`src/hw/rtl/pws_pkg.sv`:
```
// Shared types and constants of the polyphonic wavetable synthesizer.
`default_nettype none

package pws_pkg;

	localparam int ACTION_W = 3;
	localparam int KEY_W    = 7;
	localparam int VEL_W    = 7;
	localparam int INDEX_W  = 7;
	localparam int WAVE_W   = 16;
	localparam int STEP_W   = 22;
	localparam int PHASE_W  = 22;
	localparam int SAMPLE_W = 12;

	localparam logic [ACTION_W-1:0] ACT_NOTE_ON  = 3'd0;
	localparam logic [ACTION_W-1:0] ACT_NOTE_OFF = 3'd1;
	localparam logic [ACTION_W-1:0] ACT_TICK     = 3'd2;
	localparam logic [ACTION_W-1:0] ACT_WR_WAVE  = 3'd3;
	localparam logic [ACTION_W-1:0] ACT_WR_STEP  = 3'd4;

	// table write request
	typedef struct packed {
		logic               wave_we;
		logic               step_we;
		logic [INDEX_W-1:0] addr;
		logic [WAVE_W-1:0]  wave;
		logic [STEP_W-1:0]  step;
	} tbl_wr_t;

	// multiply-accumulate control
	typedef struct packed {
		logic clear;
		logic acc_en;
	} mac_ctrl_t;

endpackage

`default_nettype wire

```
`src/hw/rtl/pws_tables.sv`:
```
// Wave and step table memories with registered read ports.
`default_nettype none

module pws_tables #(
	parameter int WAVE_LEN   = 50,
	parameter int NOTE_COUNT = 128,
	parameter int WA_W       = 6,
	parameter int SA_W       = 7
) (
	input  wire                          clk,
	input  wire pws_pkg::tbl_wr_t        wr,
	input  wire                          wave_rd_en,
	input  wire  [WA_W-1:0]              wave_rd_addr,
	input  wire                          step_rd_en,
	input  wire  [SA_W-1:0]              step_rd_addr,
	output logic [pws_pkg::WAVE_W-1:0]   wave_rd_data,
	output logic [pws_pkg::STEP_W-1:0]   step_rd_data
);

	logic [pws_pkg::WAVE_W-1:0] wave_mem [WAVE_LEN];
	logic [pws_pkg::STEP_W-1:0] step_mem [NOTE_COUNT];

	always_ff @(posedge clk) begin
		if (wr.wave_we) begin
			wave_mem[wr.addr[WA_W-1:0]] <= wr.wave;
		end
		if (wave_rd_en) begin
			wave_rd_data <= wave_mem[wave_rd_addr];
		end
	end

	always_ff @(posedge clk) begin
		if (wr.step_we) begin
			step_mem[wr.addr[SA_W-1:0]] <= wr.step;
		end
		if (step_rd_en) begin
			step_rd_data <= step_mem[step_rd_addr];
		end
	end

endmodule

`default_nettype wire

```
`src/hw/rtl/pws_mac.sv`:
```
// Shared multiply-accumulate unit and output scaling of the voice mix.
`default_nettype none

module pws_mac #(
	parameter int VOICE_COUNT = 6
) (
	input  wire                           clk,
	input  wire                           arst_n,
	input  wire pws_pkg::mac_ctrl_t       ctrl,
	input  wire  [pws_pkg::WAVE_W-1:0]    wave,
	input  wire                           wave_zero,
	input  wire  [pws_pkg::VEL_W-1:0]     volume,
	output logic [pws_pkg::SAMPLE_W-1:0]  sample
);

	localparam int ACC_W  = 20 + $clog2(VOICE_COUNT);
	localparam int PROD_W = pws_pkg::WAVE_W + pws_pkg::VEL_W + 1;

	logic signed [PROD_W-1:0] prod;
	logic signed [ACC_W-1:0]  term;
	logic signed [ACC_W-1:0]  acc_q;
	logic signed [ACC_W-1:0]  biased;
	logic signed [ACC_W-1:0]  shifted;
	logic signed [ACC_W-1:0]  scaled;

	assign prod = $signed(wave) * $signed({1'b0, volume});

	// floor division by 16: drop four bits of the signed product
	always_comb begin
		if (wave_zero) begin
			term = '0;
		end else begin
			term = ACC_W'($signed(prod[PROD_W-1:4]));
		end
	end

	always_ff @(posedge clk or negedge arst_n) begin
		if (!arst_n) begin
			acc_q <= '0;
		end else if (ctrl.clear) begin
			acc_q <= '0;
		end else if (ctrl.acc_en) begin
			acc_q <= acc_q + term;
		end
	end

	// divide by 1024 toward zero, offset to mid scale, clamp
	always_comb begin
		biased  = acc_q + (acc_q[ACC_W-1] ? ACC_W'(1023) : ACC_W'(0));
		shifted = biased >>> 10;
		scaled  = shifted + ACC_W'(2048);
		if (scaled[ACC_W-1]) begin
			sample = '0;
		end else if (scaled > ACC_W'(4095)) begin
			sample = pws_pkg::SAMPLE_W'(4095);
		end else begin
			sample = scaled[pws_pkg::SAMPLE_W-1:0];
		end
	end

endmodule

`default_nettype wire

```
`src/hw/rtl/polyphonic_wavetable_synth.sv`:
```
// Top level of the polyphonic wavetable synthesizer: request sequencer and voice state.
`default_nettype none

// Each request is taken while the block is idle and then worked off by a small
// sequencer that walks the voices one at a time through one multiply-accumulate
// unit and one wave table read port. A table write is done as it is taken and
// leaves the block idle. A note on or note off scans for the first free or
// matching voice. A sample tick passes over each inactive voice and takes each
// active voice through a phase step (phase update and wave read) and then a
// multiply-accumulate step. The sample waits in an output register; a tick that
// finds it still untaken holds in its final step until it is.
module polyphonic_wavetable_synth #(
	parameter int VOICE_COUNT = 6,
	parameter int WAVE_LEN    = 50,
	parameter int NOTE_COUNT  = 128
) (
	input  wire         clk,
	input  wire         arst_n,
	input  wire         s_tvalid,
	output logic        s_tready,
	// key[6:0], velocity[13:7], table_index[20:14], wave_value[36:21],
	// step_value[58:37], zero[63:59]
	input  wire  [63:0] s_tdata,
	// action[2:0]
	input  wire  [2:0]  s_tuser,
	output logic        m_tvalid,
	input  wire         m_tready,
	// sample[11:0], zero[15:12]
	output logic [15:0] m_tdata
);

	localparam int VI_W = (VOICE_COUNT > 1) ? $clog2(VOICE_COUNT) : 1;
	localparam int WA_W = $clog2(WAVE_LEN);
	localparam int SA_W = (NOTE_COUNT > 1) ? $clog2(NOTE_COUNT) : 1;
	localparam logic [pws_pkg::PHASE_W:0] WRAP = (pws_pkg::PHASE_W + 1)'(WAVE_LEN * 65536);

	typedef enum logic [4:0] {
		ST_IDLE     = 5'b00001,
		ST_SCAN     = 5'b00010,
		ST_TICK_PH  = 5'b00100,
		ST_TICK_MAC = 5'b01000,
		ST_FIN      = 5'b10000
	} state_t;

	state_t state_q;

	logic [pws_pkg::ACTION_W-1:0] action;
	logic [pws_pkg::KEY_W-1:0]    key;
	logic [pws_pkg::VEL_W-1:0]    velocity;
	logic [pws_pkg::INDEX_W-1:0]  table_index;
	logic [pws_pkg::WAVE_W-1:0]   wave_value;
	logic [pws_pkg::STEP_W-1:0]   step_value;

	assign action      = s_tuser;
	assign key         = s_tdata[6:0];
	assign velocity    = s_tdata[13:7];
	assign table_index = s_tdata[20:14];
	assign wave_value  = s_tdata[36:21];
	assign step_value  = s_tdata[58:37];

	logic accept;
	assign s_tready = (state_q == ST_IDLE);
	assign accept   = s_tvalid && s_tready;

	// voice state
	logic [VOICE_COUNT-1:0]     active_q;
	logic [pws_pkg::KEY_W-1:0]  note_q  [VOICE_COUNT];
	logic [pws_pkg::VEL_W-1:0]  vol_q   [VOICE_COUNT];
	logic [pws_pkg::STEP_W-1:0] step_q  [VOICE_COUNT];
	logic [pws_pkg::PHASE_W-1:0] phase_q [VOICE_COUNT];

	// latched request
	logic [pws_pkg::KEY_W-1:0] key_q;
	logic [pws_pkg::VEL_W-1:0] vel_q;
	logic                      release_q;
	logic                      key_oob_q;
	logic [VI_W-1:0]           vidx_q;
	logic                      wave_zero_q;

	logic [pws_pkg::SAMPLE_W-1:0] sample_q;
	logic                         m_tvalid_q;

	// table port
	pws_pkg::tbl_wr_t           tbl_wr;
	logic                       wave_rd_en;
	logic [WA_W-1:0]            wave_rd_addr;
	logic [pws_pkg::WAVE_W-1:0] wave_rd_data;
	logic [pws_pkg::STEP_W-1:0] step_rd_data;

	pws_pkg::mac_ctrl_t           mac_ctrl;
	logic [pws_pkg::SAMPLE_W-1:0] mix_sample;

	logic                        cur_active;
	logic                        last_voice;
	logic [pws_pkg::PHASE_W:0]   ph_sum;
	logic [pws_pkg::PHASE_W:0]   ph_wrapped;
	logic [pws_pkg::PHASE_W-1:0] ph_new;
	logic [5:0]                  ph_idx;
	logic                        ph_in_range;
	logic                        out_free;

	assign cur_active = active_q[vidx_q];
	assign last_voice = (vidx_q == VI_W'(VOICE_COUNT - 1));
	assign out_free   = !m_tvalid_q || m_tready;

	always_comb begin
		ph_sum      = {1'b0, phase_q[vidx_q]} + {1'b0, step_q[vidx_q]};
		ph_wrapped  = (ph_sum >= WRAP) ? (ph_sum - WRAP) : ph_sum;
		ph_new      = ph_wrapped[pws_pkg::PHASE_W-1:0];
		ph_idx      = ph_new[pws_pkg::PHASE_W-1:16];
		ph_in_range = (7'(ph_idx) < 7'(WAVE_LEN));
	end

	always_comb begin
		tbl_wr.wave_we = accept && (action == pws_pkg::ACT_WR_WAVE) &&
			(8'(table_index) < 8'(WAVE_LEN));
		tbl_wr.step_we = accept && (action == pws_pkg::ACT_WR_STEP) &&
			(8'(table_index) < 8'(NOTE_COUNT));
		tbl_wr.addr    = table_index;
		tbl_wr.wave    = wave_value;
		tbl_wr.step    = step_value;
	end

	assign wave_rd_en   = (state_q == ST_TICK_PH) && cur_active;
	assign wave_rd_addr = ph_idx[WA_W-1:0];

	assign mac_ctrl.clear  = accept && (action == pws_pkg::ACT_TICK);
	assign mac_ctrl.acc_en = (state_q == ST_TICK_MAC);

	pws_tables #(
		.WAVE_LEN  (WAVE_LEN),
		.NOTE_COUNT(NOTE_COUNT),
		.WA_W      (WA_W),
		.SA_W      (SA_W)
	) u_tables (
		.clk         (clk),
		.wr          (tbl_wr),
		.wave_rd_en  (wave_rd_en),
		.wave_rd_addr(wave_rd_addr),
		.step_rd_en  (accept),
		.step_rd_addr(key[SA_W-1:0]),
		.wave_rd_data(wave_rd_data),
		.step_rd_data(step_rd_data)
	);

	pws_mac #(
		.VOICE_COUNT(VOICE_COUNT)
	) u_mac (
		.clk      (clk),
		.arst_n   (arst_n),
		.ctrl     (mac_ctrl),
		.wave     (wave_rd_data),
		.wave_zero(wave_zero_q),
		.volume   (vol_q[vidx_q]),
		.sample   (mix_sample)
	);

	// sequencer
	always_ff @(posedge clk or negedge arst_n) begin
		if (!arst_n) begin
			state_q    <= ST_IDLE;
			vidx_q     <= '0;
			active_q   <= '0;
			m_tvalid_q <= 1'b0;
		end else begin
			if (state_q == ST_FIN && out_free) begin
				m_tvalid_q <= 1'b1;
			end else if (m_tvalid_q && m_tready) begin
				m_tvalid_q <= 1'b0;
			end
			unique case (state_q)
				ST_IDLE: begin
					vidx_q <= '0;
					if (accept) begin
						if (action == pws_pkg::ACT_NOTE_ON || action == pws_pkg::ACT_NOTE_OFF) begin
							state_q <= ST_SCAN;
						end else if (action == pws_pkg::ACT_TICK) begin
							state_q <= ST_TICK_PH;
						end
					end
				end
				ST_SCAN: begin
					if (release_q) begin
						if (cur_active && note_q[vidx_q] == key_q) begin
							active_q[vidx_q] <= 1'b0;
							state_q          <= ST_IDLE;
						end else if (last_voice) begin
							state_q <= ST_IDLE;
						end else begin
							vidx_q <= vidx_q + 1'b1;
						end
					end else begin
						if (!cur_active) begin
							active_q[vidx_q] <= 1'b1;
							state_q          <= ST_IDLE;
						end else if (last_voice) begin
							// no free voice: drop the note
							state_q <= ST_IDLE;
						end else begin
							vidx_q <= vidx_q + 1'b1;
						end
					end
				end
				ST_TICK_PH: begin
					if (cur_active) begin
						state_q <= ST_TICK_MAC;
					end else if (last_voice) begin
						state_q <= ST_FIN;
					end else begin
						vidx_q <= vidx_q + 1'b1;
					end
				end
				ST_TICK_MAC: begin
					if (last_voice) begin
						state_q <= ST_FIN;
					end else begin
						vidx_q  <= vidx_q + 1'b1;
						state_q <= ST_TICK_PH;
					end
				end
				ST_FIN: begin
					// hold until the output register is free
					if (out_free) begin
						state_q <= ST_IDLE;
					end
				end
				default: begin
					state_q <= ST_IDLE;
				end
			endcase
		end
	end

	// request and voice payload
	always_ff @(posedge clk) begin
		if (accept) begin
			key_q     <= key;
			vel_q     <= velocity;
			release_q <= (action == pws_pkg::ACT_NOTE_OFF) || (velocity == '0);
			key_oob_q <= (8'(key) >= 8'(NOTE_COUNT));
		end
		if (state_q == ST_SCAN && !release_q && !cur_active) begin
			note_q[vidx_q]  <= key_q;
			vol_q[vidx_q]   <= vel_q;
			step_q[vidx_q]  <= key_oob_q ? '0 : step_rd_data;
			phase_q[vidx_q] <= '0;
		end
		if (wave_rd_en) begin
			phase_q[vidx_q] <= ph_new;
			wave_zero_q     <= !ph_in_range;
		end
		if (state_q == ST_FIN && out_free) begin
			sample_q <= mix_sample;
		end
	end

	assign m_tvalid = m_tvalid_q;
	assign m_tdata  = {4'b0000, sample_q};

	a_vidx_range: assert property (@(posedge clk) disable iff (!arst_n)
		vidx_q <= VI_W'(VOICE_COUNT - 1))
		else $error("voice index beyond last voice");

	a_fin_hold: assert property (@(posedge clk) disable iff (!arst_n)
		(state_q == ST_FIN && m_tvalid && !m_tready) |=> (state_q == ST_FIN))
		else $error("sample overwritten before it was taken");

	a_out_from_fin: assert property (@(posedge clk) disable iff (!arst_n)
		$rose(m_tvalid) |-> $past(state_q == ST_FIN))
		else $error("output valid raised outside final tick step");

	a_busy_not_ready: assert property (@(posedge clk) disable iff (!arst_n)
		(state_q == ST_TICK_MAC) |-> $past(state_q == ST_TICK_PH))
		else $error("accumulate step without phase step");

endmodule

`default_nettype wire
```
`config.mk`:
```
export PLATFORM = sky130hd
export DESIGN_NAME = polyphonic_wavetable_synth
export DESIGN_NICKNAME = d
export VERILOG_FILES = /design/src/hw/rtl/pws_pkg.sv /design/src/hw/rtl/pws_tables.sv /design/src/hw/rtl/pws_mac.sv /design/src/hw/rtl/polyphonic_wavetable_synth.sv
export SDC_FILE = /design/constraint.sdc
export NUM_CORES = 2
export LEC_CHECK = 0
export ABC_AREA = 1
export BUFFER_PORTS_ARGS = -buffer_cell sky130_fd_sc_hd__buf_2
export CAP_MARGIN = 20
export CORE_MARGIN = 5
export CORE_UTILIZATION = 55
export CTS_BUF_LIST = sky130_fd_sc_hd__clkbuf_8
export CTS_CLUSTER_SIZE = 12
export DETAILED_ROUTE_END_ITERATION = 7
export MAX_ROUTING_LAYER = met4
export PLACE_DENSITY_LB_ADDON = 0.1
export SETUP_SLACK_MARGIN = 0.02
export SLEW_MARGIN = 15
export SYNTH_ARGS = -nofsm -noshare
export SYNTH_HDL_FRONTEND = slang
export SYNTH_SLANG_ARGS = --single-unit
```
`constraint.sdc`:
```
create_clock -name clk -period 22.3 [get_ports clk]
set_clock_uncertainty 0.2 [all_clocks]
set_input_delay 5.575 -clock clk [delete_from_list [all_inputs] [get_ports clk]]
set_output_delay 5.575 -clock clk [all_outputs]
set_load 0.05 [all_outputs]
```
Word-level counts from Yosys, hierarchy flattened
Memory sizes are Yosys's and may differ from the RTL's. A register that Yosys moved wholly into a read port is not among the register bits.
Index checks and enable logic that the tools add are counted.
{ "op_classes": {"n_lt_le_gt_ge": 6, "n_eq_ne": 20, "mul": 1, "shifts": 0, "n_reduce_logical": 27, "div": 0, "bitwise": 4, "n_mux": 42, "addsub": 6} }
{ "ops": {"columns": ["cell", "count"], "rows": [
  ["2-to-1 mux 23 bit", 3],
  ["2-to-1 mux 5 bit", 11],
  ["2-to-1 mux 22 bit", 2],
  ["one-hot mux 5 bit (5 select lines)", 1],
  ["multiplier 16 x 8 -> 24 bit", 1],
  ["adder 22 x 22 -> 23 bit", 1],
  ["adder 23 x 11 -> 23 bit", 1],
  ["adder 23 bit", 1],
  ["greater-or-equal comparator 23 x 22 -> 1 bit, second input constant", 1],
  ["> comparator 23 x 13 -> 1 bit, second input constant", 1],
  ["subtractor 22 bit, second input constant", 1],
  ["2-to-1 mux 6 bit", 3],
  ["2-to-1 mux 3 bit", 5],
  ["adder 13 x 13 -> 14 bit, second input constant", 1],
  ["logical AND 1 bit", 12],
  ["2-to-1 mux 1 bit", 12],
  ["2-to-1 mux 12 bit", 1],
  ["one-hot mux 3 bit (4 select lines)", 1],
  ["2-to-1 mux 10 bit", 1],
  ["inequality test 3 bit, second input constant", 3],
  ["AND reduction 4 bit", 2],
  ["== test 7 bit", 1],
  ["logical NOT 7 bit", 1],
  ["< comparator 7 x 6 -> 1 bit, second input constant", 1],
  ["27 further kinds", 38]
]} }
{ "word_totals": {"rom_bits": 0, "mem_count": 6, "ram_bits": 3964, "latch_bits": 0, "regBits": 66, "word_cells": 122, "input_bits": 71, "output_inout_bits": 18} }
{ "memory_table": {"columns": ["memory", "words", "word_bits", "read_ports", "rd_ports_with_merged_regs", "wr", "line_no", "source"], "rows": [
  ["u_tables.step_mem", 128, 22, 1, 1, 1, "pws_tables.sv:21", "logic [pws_pkg::STEP_W-1:0] step_mem [NOTE_COUNT];"],
  ["u_tables.wave_mem", 50, 16, 1, 1, 1, "pws_tables.sv:20", "logic [pws_pkg::WAVE_W-1:0] wave_mem [WAVE_LEN];"],
  ["phase_q", 6, 22, 1, 0, 1, "polyphonic_wavetable_synth.sv:70", "logic [pws_pkg::PHASE_W-1:0] phase_q [VOICE_COUNT];"],
  ["step_q", 6, 22, 1, 0, 1, "polyphonic_wavetable_synth.sv:69", "logic [pws_pkg::STEP_W-1:0] step_q [VOICE_COUNT];"],
  ["note_q", 6, 7, 1, 0, 1, "polyphonic_wavetable_synth.sv:67", "logic [pws_pkg::KEY_W-1:0] note_q [VOICE_COUNT];"],
  ["vol_q", 6, 7, 1, 0, 1, "polyphonic_wavetable_synth.sv:68", "logic [pws_pkg::VEL_W-1:0] vol_q [VOICE_COUNT];"]
]} }

Depth between registers and ports, before layout
{ "depth": {"depth_word": 8, "depth_mapped": 44, "ltp_nobuf": 42} }

Modules after synthesis
Synthesis repeated with hierarchy kept, for this count alone.
{ "hier_totals": {"cells_unflattened": 14225, "hier_area_um2": 170263.3} }
{ "by_module_without_submodules": {"columns": ["mod", "instances", "seq_area_each_um2", "area_per_inst_um2", "cells_per_inst"], "rows": [
  ["pws_tables", 1, 109725.2, 146701.9, 11809],
  ["polyphonic_wavetable_synth", 1, 11667.4, 16303.1, 1317],
  ["pws_mac", 1, 575.6, 7258.2, 1099]
]} }

Least setup slack after synthesis
Ideal clock, no wire load.
{ "synth_path": {"path_kind": "input to register", "from": "input s_tvalid", "to": "memory u_tables.step_mem[100][0] (netlist bit), enable pin", "t_arrival_ns": 9.314, "setup_time_ns": 0.401, "cell_stages": 7, "n_path_buf": 1, "required_ns": 21.699, "path_slack_ns": 12.385, "cell_sequence": "inv_1 nor2_1 inv_1 nor4_2 nand2_1 clkbuf_1 nor2_1"} }
{ "synth_via": {"elab_chain_len": 4} }
{ "synth_rtl": {"columns": ["element", "line_no", "source"], "rows": [
  ["start: declaration", "polyphonic_wavetable_synth.sv:19", "input wire s_tvalid,"],
  ["logical AND 1 bit", "polyphonic_wavetable_synth.sv:63", "assign accept = s_tvalid && s_tready;"],
  ["net accept", "polyphonic_wavetable_synth.sv:61", "logic accept;"],
  ["logical AND 1 bit", "polyphonic_wavetable_synth.sv:117", "tbl_wr.step_we = accept && (action == pws_pkg::ACT_WR_STEP) &&"],
  ["2-to-1 mux 1 bit", "pws_tables.sv:33", "if (wr.step_we) begin"],
  ["2-to-1 mux 1 bit (implied by the code)", "pws_tables.sv:34", "step_mem[wr.addr[SA_W-1:0]] <= wr.step;"],
  ["end: declaration", "pws_tables.sv:21", null]
]} }
The timed path passes the listed nets, and every way through them passes these cells.

==> impl_metrics.json <==
{
  "drcViolationCount": 0,
  "wl_per_cell_um": 26.52,
  "status": "completed",
  "crit_type": "primary input to register",
  "syn_area_um2": 168100,
  "worstHoldPathType": "register to register",
  "vias": 109568,
  "clk_latency_ns": 1.20,
  "clkSlewWorstSetupHoldPaths_ns": 0.06,
  "critPathMaxFanout": 67,
  "worstReg2RegEnd": "u_tables.wave_rd_data[1]$_DFFE_PP_",
  "synth-seq-area-share_pct": 72.56,
  "post-cts-setup-buffers": 0,
  "cts_num_sinks": 4068,
  "drive_gt1_share_pct": 12.08,
  "htreeDepth": 6,
  "clock_path_buffers": 4,
  "fin_ws_ns": 11.58,
  "muxShareOfSynthArea_pct": 2.519,
  "grt.total_usage_pct": 30.33,
  "synth_cells": 13153,
  "dieArea_um2": 316800,
  "io_buffers": 79,
  "slew_violations": 0,
  "syn_area_per_cell_um2": 12.78,
  "end_kind": "register",
  "worst-r2r-setup-slack_ns": 12.14,
  "layout.nets": 13618,
  "arrival_ns": 11.58,
  "post_cts_resize_count": 0,
  "cts-root-buf": "clkbuf_8",
  "drtPass1Iterations": 6,
  "hp-start": "vel_q[0]$_DFFE_PP_",
  "hold_end": "vol_q[4][0]$_DFFE_PP_",
  "tightest_slew_ns": 1.314,
  "hold_buffers": 0,
  "gr-total-overflow": 0,
  "synth_fa_ha_area_share_pct": 1.822,
  "dieWidth_um": 562.8,
  "die_h_um": 562.8,
  "p_leak_nw": 63.50,
  "relSlewSlack_pct": 12.37,
  "antenna_found_initial": 20,
  "place_inst": 16797,
  "cellPowerDensity_nw_per_um2": 102.1,
  "synth_xor_area_share_pct": 0.1251,
  "start_util_pct": 55.10,
  "finalNonFillerCells": 17977,
  "place_congestion": 0.9966,
  "synth_ff_type": "edfxtp_1",
  "ant_nets": 0,
  "rr_worst_depth": 33,
  "gr-max-usage-layer": "met2",
  "dp_hpwl_um": 265400,
  "synthToLayoutAreaGrowth_pct": 10.25,
  "rows": 203,
  "fmaxAchievable_mhz": 93.25,
  "finalSetupViolCount": 0,
  "postSynthRegisterBits": 4068,
  "rsz0062_at_grt": "false",
  "finalCritPeriodShare_pct": 48.09,
  "synth_cell_types": 61,
  "grt_start_max_net_pins": 217,
  "vias_per_cell": 6.095,
  "finalWirelength_um": 476700,
  "hold_violations": 0,
  "period_needed_ns": 10.72,
  "core_area_um2": 305000,
  "grt_pass1_wl_um": 694500,
  "maxCapViolCount": 0,
  "numCtsBuffers": 653,
  "use_met1_pct": 40.03,
  "grt_use_met2_pct": 47.59,
  "grt_pass1_vias": 106259,
  "vdd_drop_max_uv": 137.1,
  "yosys_warnings": 0,
  "ios": 89,
  "drt_iter0_drc": 12115,
  "critPathLaunchType": "primary input",
  "synthArstFlopShare_pct": 0.9341,
  "hold_depth": 0,
  "post-place-ws_ns": 10.64,
  "grtUsageMet3_pct": 5.038,
  "cts_tree": "done",
  "synth-compound-area-share_pct": 10.25,
  "synth_top_family_by_area": "compound AO/OA/AOI/OAI gates",
  "required_ns": 23.15,
  "yosys.area_share.simple_pct": 9.254,
  "reg2reg_from": "vidx_q[0]$_DFFE_PN0P_",
  "setup_tns_ns": 0,
  "synth-edff-count": 4030
}
## stage by stage
stage / util (%) / hold WS, ns / instance area [µm²] / power [mW]
after global routing: 60.74 / 0.3278 / 185300 / 19.85
after floorplan: - / 0.2774 / 168100 / 11.75
after detailed placement: 56.87 / 0.3032 / 173500 / 13.24
final: 60.75 / 0.3063 / 185300 / 18.92
after global placement: 56.87 / 0.2921 / 173500 / 13.19
after CTS: 60.71 / 0.2902 / 185200 / 19.01
## placed cells by master, fill, tap and decap left out, types with 44 or more instances in the layout
cell type     n
fa_1         88
nand3_1     521
a21oi_1     113
o32ai_1      48
o22ai_1     874
clkinv_1    143
mux2_2      312
nor2_1     2205
edfxtp_1   4030
nor2_4       66
nand2_1     931
buf_2        51
ha_1        104
mux2i_1      72
buf_4       292
clkinv_2     59
nor2_2       85
o21ai_0    1924
inv_1       871
a22oi_1      44
clkbuf_8    661
## how the worst max path moves through the flow
| stage | start | end | slack, ns | cells after the start |
|---|---|---|---|---|
| after global routing | s_tdata[0] | u_tables.step_rd_data[8]$_DFFE_PP_ | 11.51 | 13 |
| after floorplan | s_tvalid | u_tables.step_mem[100][0]$_DFFE_PP_ | 12.39 | 7 |
| final | s_tdata[0] | u_tables.step_rd_data[8]$_DFFE_PP_ | 11.58 | 13 |
| after detailed placement | s_tdata[0] | u_tables.step_rd_data[8]$_DFFE_PP_ | 10.64 | 13 |
| after global placement | s_tdata[0] | u_tables.step_rd_data[15]$_DFFE_PP_ | 10.65 | 13 |
| after CTS | s_tdata[0] | u_tables.step_rd_data[15]$_DFFE_PP_ | 11.93 | 13 |
## sequential cells by signal (all words and copies together), names as in the netlist, named ones only
register	cells
key_q	7
m_tvalid	1
note_q	42
phase_q	132
release_q	1
sample_q	12
state_q	5
step_q	132
u_mac.acc_q	23
u_tables.step_mem	2816
u_tables.step_rd_data	22
u_tables.wave_mem	800
u_tables.wave_rd_data	16
vel_q	7
vidx_q	3
vol_q	42
wave_zero_q	1
## Yosys cell counts (42+ instances only)
library cell | n | area [µm²]
edfxtp_1 | 4030 | 121000
nand2_1 | 940 | 3528
a21oi_1 | 113 | 565.5
ha_1 | 104 | 1301
mux2i_1 | 72 | 720.7
fa_1 | 88 | 1762
o21ai_0 | 1924 | 9629
a22oi_1 | 44 | 330.3
clkbuf_1 | 686 | 2575
buf_2 | 85 | 425.4
o22ai_1 | 874 | 5468
nor2_1 | 2353 | 8832
o32ai_1 | 49 | 429.2
o2111ai_1 | 42 | 367.9
mux2_2 | 312 | 3513
nand3_1 | 521 | 2608
inv_1 | 639 | 2399
## power by group
part | leakage, nW | internal (mW) | switching (mW)
logic | 19.8 | 1.39 | 3.14
clock network | 6.87 | 2.88 | 2.95
registers | 36.9 | 8.50 | 0.0589
## routing by layer
| metal | wire [µm] | up-vias |
|---|---|---|
| li1 | - | 48490 |
| met2 | 226600 | 5224 |
| met4 | 20270 | 0 |
| met1 | 187900 | 54856 |
| met5 | 0 | - |
| met3 | 41920 | 998 |
## worst max-delay path, cell delays in order
cell and delay [ns]:
buf_8 0.32, buf_4 0.70, buf_4 0.68, buf_4 0.71
buf_4 0.59, o21ai_0 0.21, o22ai_1 0.24, o21ai_0 0.10
o22ai_1 0.67, o21ai_0 0.25, o22ai_1 0.96, nand2_1 0.11
nand2_1 0.14
## layout make-up
| cell class | instances | area (µm²) |
|---|---|---|
| clock buffers | 660 | 9084 |
| multi-input cells | 7607 | 41100 |
| diodes | 20 | 50.05 |
| clock inverters | 497 | 2625 |
| inverters | 657 | 2494 |
| repair buffers | 368 | 2853 |
| flip-flops and latches | 4068 | 122000 |
| fillers | 23792 | 119700 |
| well taps | 4100 | 5130 |
## cell families after synthesis
| group | Yosys count |
|---|---|
| multiplexers | 384 |
| XOR/XNOR | 24 |
| flip-flops | 4068 |
| buffers and inverters | 1481 |
| other | 1 |
| AO/OA/AOI/OAI | 3104 |
| adder cells (fa/ha/maj) | 192 |
| AND/OR/NAND/NOR | 3899 |
(Power assumes the default switching activity.)
